## src/rtl/lzw_byte_encoder_macros.svh

```systemverilog
`ifndef LZW_BYTE_ENCODER_MACROS_SVH
`define LZW_BYTE_ENCODER_MACROS_SVH

// Invariant checked at every edge out of reset.
`define LBE_ASSERT_ALWAYS(label, cond, msg) \
  label: assert property (@(posedge clk) disable iff (rst) (cond)) else $error(msg);

// Same-cycle implication.
`define LBE_ASSERT_IMP(label, ante, cons, msg) \
  label: assert property (@(posedge clk) disable iff (rst) (ante) |-> (cons)) else $error(msg);

// Next-cycle implication.
`define LBE_ASSERT_NEXT(label, ante, cons, msg) \
  label: assert property (@(posedge clk) disable iff (rst) (ante) |=> (cons)) else $error(msg);

`endif

```

## src/rtl/lbe_pkg.sv

```systemverilog
package lbe_pkg;

  localparam int CODE_BITS     = 12;
  localparam int TABLE_SIZE    = 1 << CODE_BITS;
  localparam int HASH_BITS     = CODE_BITS + 1;
  localparam int HASH_SIZE     = 1 << HASH_BITS;
  localparam int KEY_BITS      = CODE_BITS + 8;
  localparam int FIRST_LEARNED = 256;
  localparam logic [7:0] BYTE_FLIP = 8'h80;

  typedef logic [CODE_BITS-1:0] code_t;
  typedef logic [CODE_BITS:0]   free_t;
  typedef logic [HASH_BITS-1:0] hash_t;
  typedef logic [KEY_BITS-1:0]  key_t;

  typedef struct packed {
    key_t  key;
    hash_t slot;
  } entry_t;

  localparam int ENTRY_BITS = $bits(entry_t);

  typedef struct packed {
    logic [7:0] in_byte;
    logic       in_last;
  } in_req_t;

  typedef struct packed {
    code_t code;
    logic  out_last;
  } out_req_t;

  typedef enum logic [2:0] {
    ST_CLEAR,
    ST_IDLE,
    ST_FIRST,
    ST_LOOKUP,
    ST_ENTRY,
    ST_CHECK,
    ST_EMIT_MISS,
    ST_EMIT_LAST
  } state_t;

  typedef struct packed {
    logic clear_step;
    logic load;
    logic set_first;
    logic take_hit;
    logic probe_next;
    logic insert;
    logic push_miss;
    logic push_last;
  } cmd_t;

  typedef struct packed {
    logic clear_done;
    logic cur_valid;
    logic last;
    logic owned;
    logic hit;
    logic out_space;
  } sts_t;

endpackage

```

## src/rtl/lbe_ctrl.sv

```systemverilog
`include "lzw_byte_encoder_macros.svh"

module lbe_ctrl (
  input  logic          clk,
  input  logic          rst,
  input  logic          in_valid,
  output logic          in_ready,
  input  lbe_pkg::sts_t sts,
  output lbe_pkg::cmd_t cmd
);

  import lbe_pkg::*;

  state_t state;
  state_t state_next;

  always_ff @(posedge clk) begin
    if (rst) begin
      state <= ST_CLEAR;
    end else begin
      state <= state_next;
    end
  end

  always_comb begin
    state_next = state;
    unique case (state)
      ST_CLEAR: begin
        if (sts.clear_done) state_next = ST_IDLE;
      end
      ST_IDLE: begin
        if (in_valid) state_next = sts.cur_valid ? ST_LOOKUP : ST_FIRST;
      end
      ST_FIRST: begin
        state_next = sts.last ? ST_EMIT_LAST : ST_IDLE;
      end
      ST_LOOKUP: state_next = ST_ENTRY;
      ST_ENTRY:  state_next = ST_CHECK;
      ST_CHECK: begin
        if (sts.hit) begin
          state_next = sts.last ? ST_EMIT_LAST : ST_IDLE;
        end else if (sts.owned) begin
          state_next = ST_LOOKUP;
        end else begin
          state_next = ST_EMIT_MISS;
        end
      end
      ST_EMIT_MISS: begin
        if (sts.out_space) state_next = sts.last ? ST_EMIT_LAST : ST_IDLE;
      end
      ST_EMIT_LAST: begin
        if (sts.out_space) state_next = ST_IDLE;
      end
      default: state_next = ST_CLEAR;
    endcase
  end

  always_comb begin
    cmd      = '0;
    in_ready = 1'b0;
    unique case (state)
      ST_CLEAR: cmd.clear_step = 1'b1;
      ST_IDLE: begin
        in_ready = 1'b1;
        cmd.load = in_valid;
      end
      ST_FIRST: cmd.set_first = 1'b1;
      ST_LOOKUP, ST_ENTRY: ;
      ST_CHECK: begin
        if (sts.hit) begin
          cmd.take_hit = 1'b1;
        end else if (sts.owned) begin
          cmd.probe_next = 1'b1;
        end else begin
          cmd.insert = 1'b1;
        end
      end
      ST_EMIT_MISS: cmd.push_miss = sts.out_space;
      ST_EMIT_LAST: cmd.push_last = sts.out_space;
      default: ;
    endcase
  end

  `LBE_ASSERT_NEXT(a_accept_leaves_idle, in_valid && in_ready, state != ST_IDLE, "request accepted but controller stayed idle")
  `LBE_ASSERT_ALWAYS(a_one_action, ($onehot0({cmd.take_hit, cmd.probe_next, cmd.insert, cmd.push_miss, cmd.push_last})), "conflicting datapath commands")
  `LBE_ASSERT_NEXT(a_last_ends_item, cmd.push_last, state == ST_IDLE, "final code did not return to idle")

endmodule

```

## config.mk

```make
export PLATFORM = sky130hd
export DESIGN_NAME = lbe_ctrl
export DESIGN_NICKNAME = d
export VERILOG_FILES = /design/src/rtl/lbe_pkg.sv /design/src/rtl/lbe_ctrl.sv
export VERILOG_INCLUDE_DIRS = /design/src /design/src/rtl
export SDC_FILE = /design/constraint.sdc
export NUM_CORES = 1
export LEC_CHECK = 0
export BUFFER_PORTS_ARGS = -buffer_cell sky130_fd_sc_hd__buf_4
export CAP_MARGIN = 20
export CELL_PAD_IN_SITES_DETAIL_PLACEMENT = 1
export CELL_PAD_IN_SITES_GLOBAL_PLACEMENT = 1
export CORE_MARGIN = 4
export CORE_UTILIZATION = 23
export CTS_BUF_LIST = sky130_fd_sc_hd__clkbuf_4 sky130_fd_sc_hd__clkbuf_8 sky130_fd_sc_hd__clkbuf_16
export DETAILED_ROUTE_END_ITERATION = 16
export PLACE_DENSITY_LB_ADDON = 0.1
export SLEW_MARGIN = 20
export SYNTH_ARGS = -nofsm -noshare
export SYNTH_HDL_FRONTEND = slang
export SYNTH_SLANG_ARGS = --single-unit
```

## constraint.sdc

```tcl
create_clock -name clk -period 1.1 [get_ports clk]
set_input_delay 0.22 -clock clk [delete_from_list [all_inputs] [get_ports clk]]
set_output_delay 0.22 -clock clk [all_outputs]
set_load 0.005 [all_outputs]
```

==> results.ini <==
[global_route]
gr-total-overflow = 0
groute.usage.overall_pct = 12.6
grt_max_degree = 15
antenna_found_initial = 0
grt_pass1_wl_um = 1830
grt_pass1_vias = 404

[sta]
setup_viol = 12
hold_violations = 0
fmax_ghz = 0.736
fin_crit_ns = 1.36
layout_setup_ws_ns = -0.259
grt_setup_unrepaired = true
maxSlewHeadroom_pct = 80.7
post-route-period-util_pct = 124
skew_ns = 0.00287
finalMaxSlewViolations = 0
worstMarginPinSlew_ns = 0.284

[synthesis]
ys_seq_area_share_pct = 20.1
synthCells = 42
ys_ff_latch = 3
synth_area_um2 = 299
synth_nets = 51
yosysWarnings = 0
ys_types = 21
avgSynthCellArea_um2 = 7.12

[detailed_routing]
route.detailed.drc = 0
num_vias = 460
avgViaCountPerCell = 4.95
routedWlPerCell_um = 16.1
ant_nets = 0
wl_um = 1500
first_iter_violations = 5
dr.pass1.iters = 3

[cells_and_area]
num-fill-cells = 145
drive_above_1_share_pct = 69.6
largest_reg_flops = 3
antennaDiodeCount = 0
syn2layout_area_growth_pct = 137
max_flop_register = state
stdcell_count = 93
fin_nets = 89
top_regs = state (3)
final_util_pct = 60.5

[pwr]
ir_drop_uv = 722
pwr-share-clk_pct = 44.3
p_seq_share_pct = 23.3
power.leakage_nw = 0.342
switching_share_pct = 28.0
power_switching_mw = 0.142
share_comb_of_total_power_pct = 32.5
p_int_mw = 0.366
p_per_area_mw_per_mm2 = 717

[floorplanning]
die_y_um = 44.1
rows = 12
initial_core_util_pct = 25.5
core_area_mm2 = 0.00117
ios = 18
die_area_mm2 = 0.00194
fp.dieW_um = 44.1

[setup_path]
cp_slowest_cell = dfxtp_2
path_buf_inv = 1
critical_path_class = flop to output pin
critPathArrivalTime_ns = 1.14
cp-end-kind = output pin
cp.required_ns = 0.88
rr_startpoint = state[0]$_SDFFE_PP0P_
slowest_delay_ns = 0.31
path_max_fanout = 3
crit_chain = and2b_2, nand2_4, nor3b_2, buf_4
crit_family = simple AND/OR/NAND/NOR gates
crit_path_start_kind = flop
critPathLaunch = state[1]$_SDFFE_PP0P_

[worst_hold_path]
hold_path_class = input pin to flop
worstHoldStart = rst

[job]
maxCapViolCount = 0

[cts]
clk_path_buf_depth = 2
cts-root-buf = clkbuf_4
clkTransAtPathRegs_ns = 0.04
cts.sinks = 3
clk_latency_ns = 0.23
cts_tree = built
cts_buffers = 3
htree_levels = 1

[run_status]
status = finished with violations
violations = negative setup slack

[place]
gp_congestion = 0.760
hpwl_um = 830
portBuffers = 17
dpl.cell_count = 78

==> cells in the mapped netlist <==
master | count | share of area [%]
a211oi_1 | 1 | 2.5
a2111o_1 | 1 | 3.8
and3_1 | 1 | 2.1
dfxtp_1 | 3 | 20
and3b_1 | 1 | 2.9
nor2b_1 | 3 | 6.3
nor2_1 | 4 | 5.0
nand3_1 | 1 | 1.7
buf_6 | 2 | 7.5
o311ai_0 | 1 | 2.9
nand2_1 | 3 | 3.8
nor3b_1 | 2 | 5.0
and2b_2 | 1 | 2.9
o32ai_1 | 1 | 2.9
inv_1 | 2 | 2.5
buf_2 | 1 | 1.7
nor3_1 | 4 | 6.7
o21ai_2 | 1 | 2.9
a21oi_1 | 4 | 6.7
nand3b_1 | 2 | 5.0
o21ai_0 | 3 | 5.0
==> layout by cell type, fill, tap and decap left out, drive strengths merged <==
cell	n
buf	35
clkbuf	5
a2111o	1
a21oi	4
o311ai	1
and3b	1
nand3b	2
nor3b	2
nand3	1
and3	1
o32ai	1
nand2	3
dfxtp	3
o21ai	4
nor3	4
inv	2
nor2b	3
a211oi	1
and2b	1
nor2	4
==> through the flow <==
stage / instance area (µm²) / TNS (ns) / setup slack (ns) / hold slack, ns / power, mW
floorplan: 299 / 0 / 0.0257 / 0.292 / 0.169
global placement: 489 / -0.103 / -0.0373 / 0.421 / 0.234
detailed placement: 489 / -0.307 / -0.114 / 0.431 / 0.239
CTS: 574 / -1.87 / -0.249 / 0.177 / 0.478
global route: 708 / -2.83 / -0.311 / 0.179 / 0.533
finish: 708 / -2.26 / -0.259 / 0.177 / 0.508
==> worst paths after layout <==
path	end	slack (ns)	cells past startpoint
worst min-delay path	state[2]$_SDFFE_PP0P_	0.18	2
worst min register to register	state[0]$_SDFFE_PP0P_	0.75	4
worst max register to register	state[1]$_SDFFE_PP0P_	-0.21	6
worst max-delay path	cmd[3]	-0.26	4
==> cell type report <==
type | instances | area (µm²) | share of cell area [%]
Sequential cell | 3 | 66.3 | 9.36
Inverter | 2 | 7.51 | 1.06
Multi-Input combinational cell | 34 | 272 | 38.3
Tap cell | 14 | 17.5 | 2.47
Clock buffer | 4 | 30.0 | 4.24
Timing Repair Buffer | 36 | 315 | 44.5
==> timing repair <==
| action | 4_1_cts | 5_1_grt |
|---|---|---|
| cloned | 0 | 1 |
| hold buffers | 0 | 0 |
| resized for setup | 12 | 12 |
| buffers inserted | 2 | 8 |
| pin swaps | 2 | 5 |
| endpoints found under the setup margin | 11 | 12 |
==> logic make-up (layout without fill, tap and decap cells) <==
group,Yosys count,after routing,share of synthesized area (%)
DFF,3,3,20.1
and+or+nand+nor,22,22,41.4
AOI/OAI and AO/OA,12,12,26.8
buffers and inverters,5,42,11.7
==> metal layers <==
layer	vias up	GRT usage (%)	wire (µm)
li1	230	-	-
met1	219	15.4	684
met2	11	20.6	745
met3	0	3.25	66
met4	0	5.42	0
met5	-	0	0
==> power by group through the flow <==
stage / registers (mW) / clock network [mW] / logic (mW)
global placement: 0.120 / 0 / 0.114
detailed placement: 0.121 / 0 / 0.118
CTS: 0.117 / 0.224 / 0.137
floorplan: 0.119 / 0 / 0.0502
global route: 0.119 / 0.237 / 0.177
finish: 0.118 / 0.225 / 0.165
No activity file was read; power rests on OpenSTA's default activity.
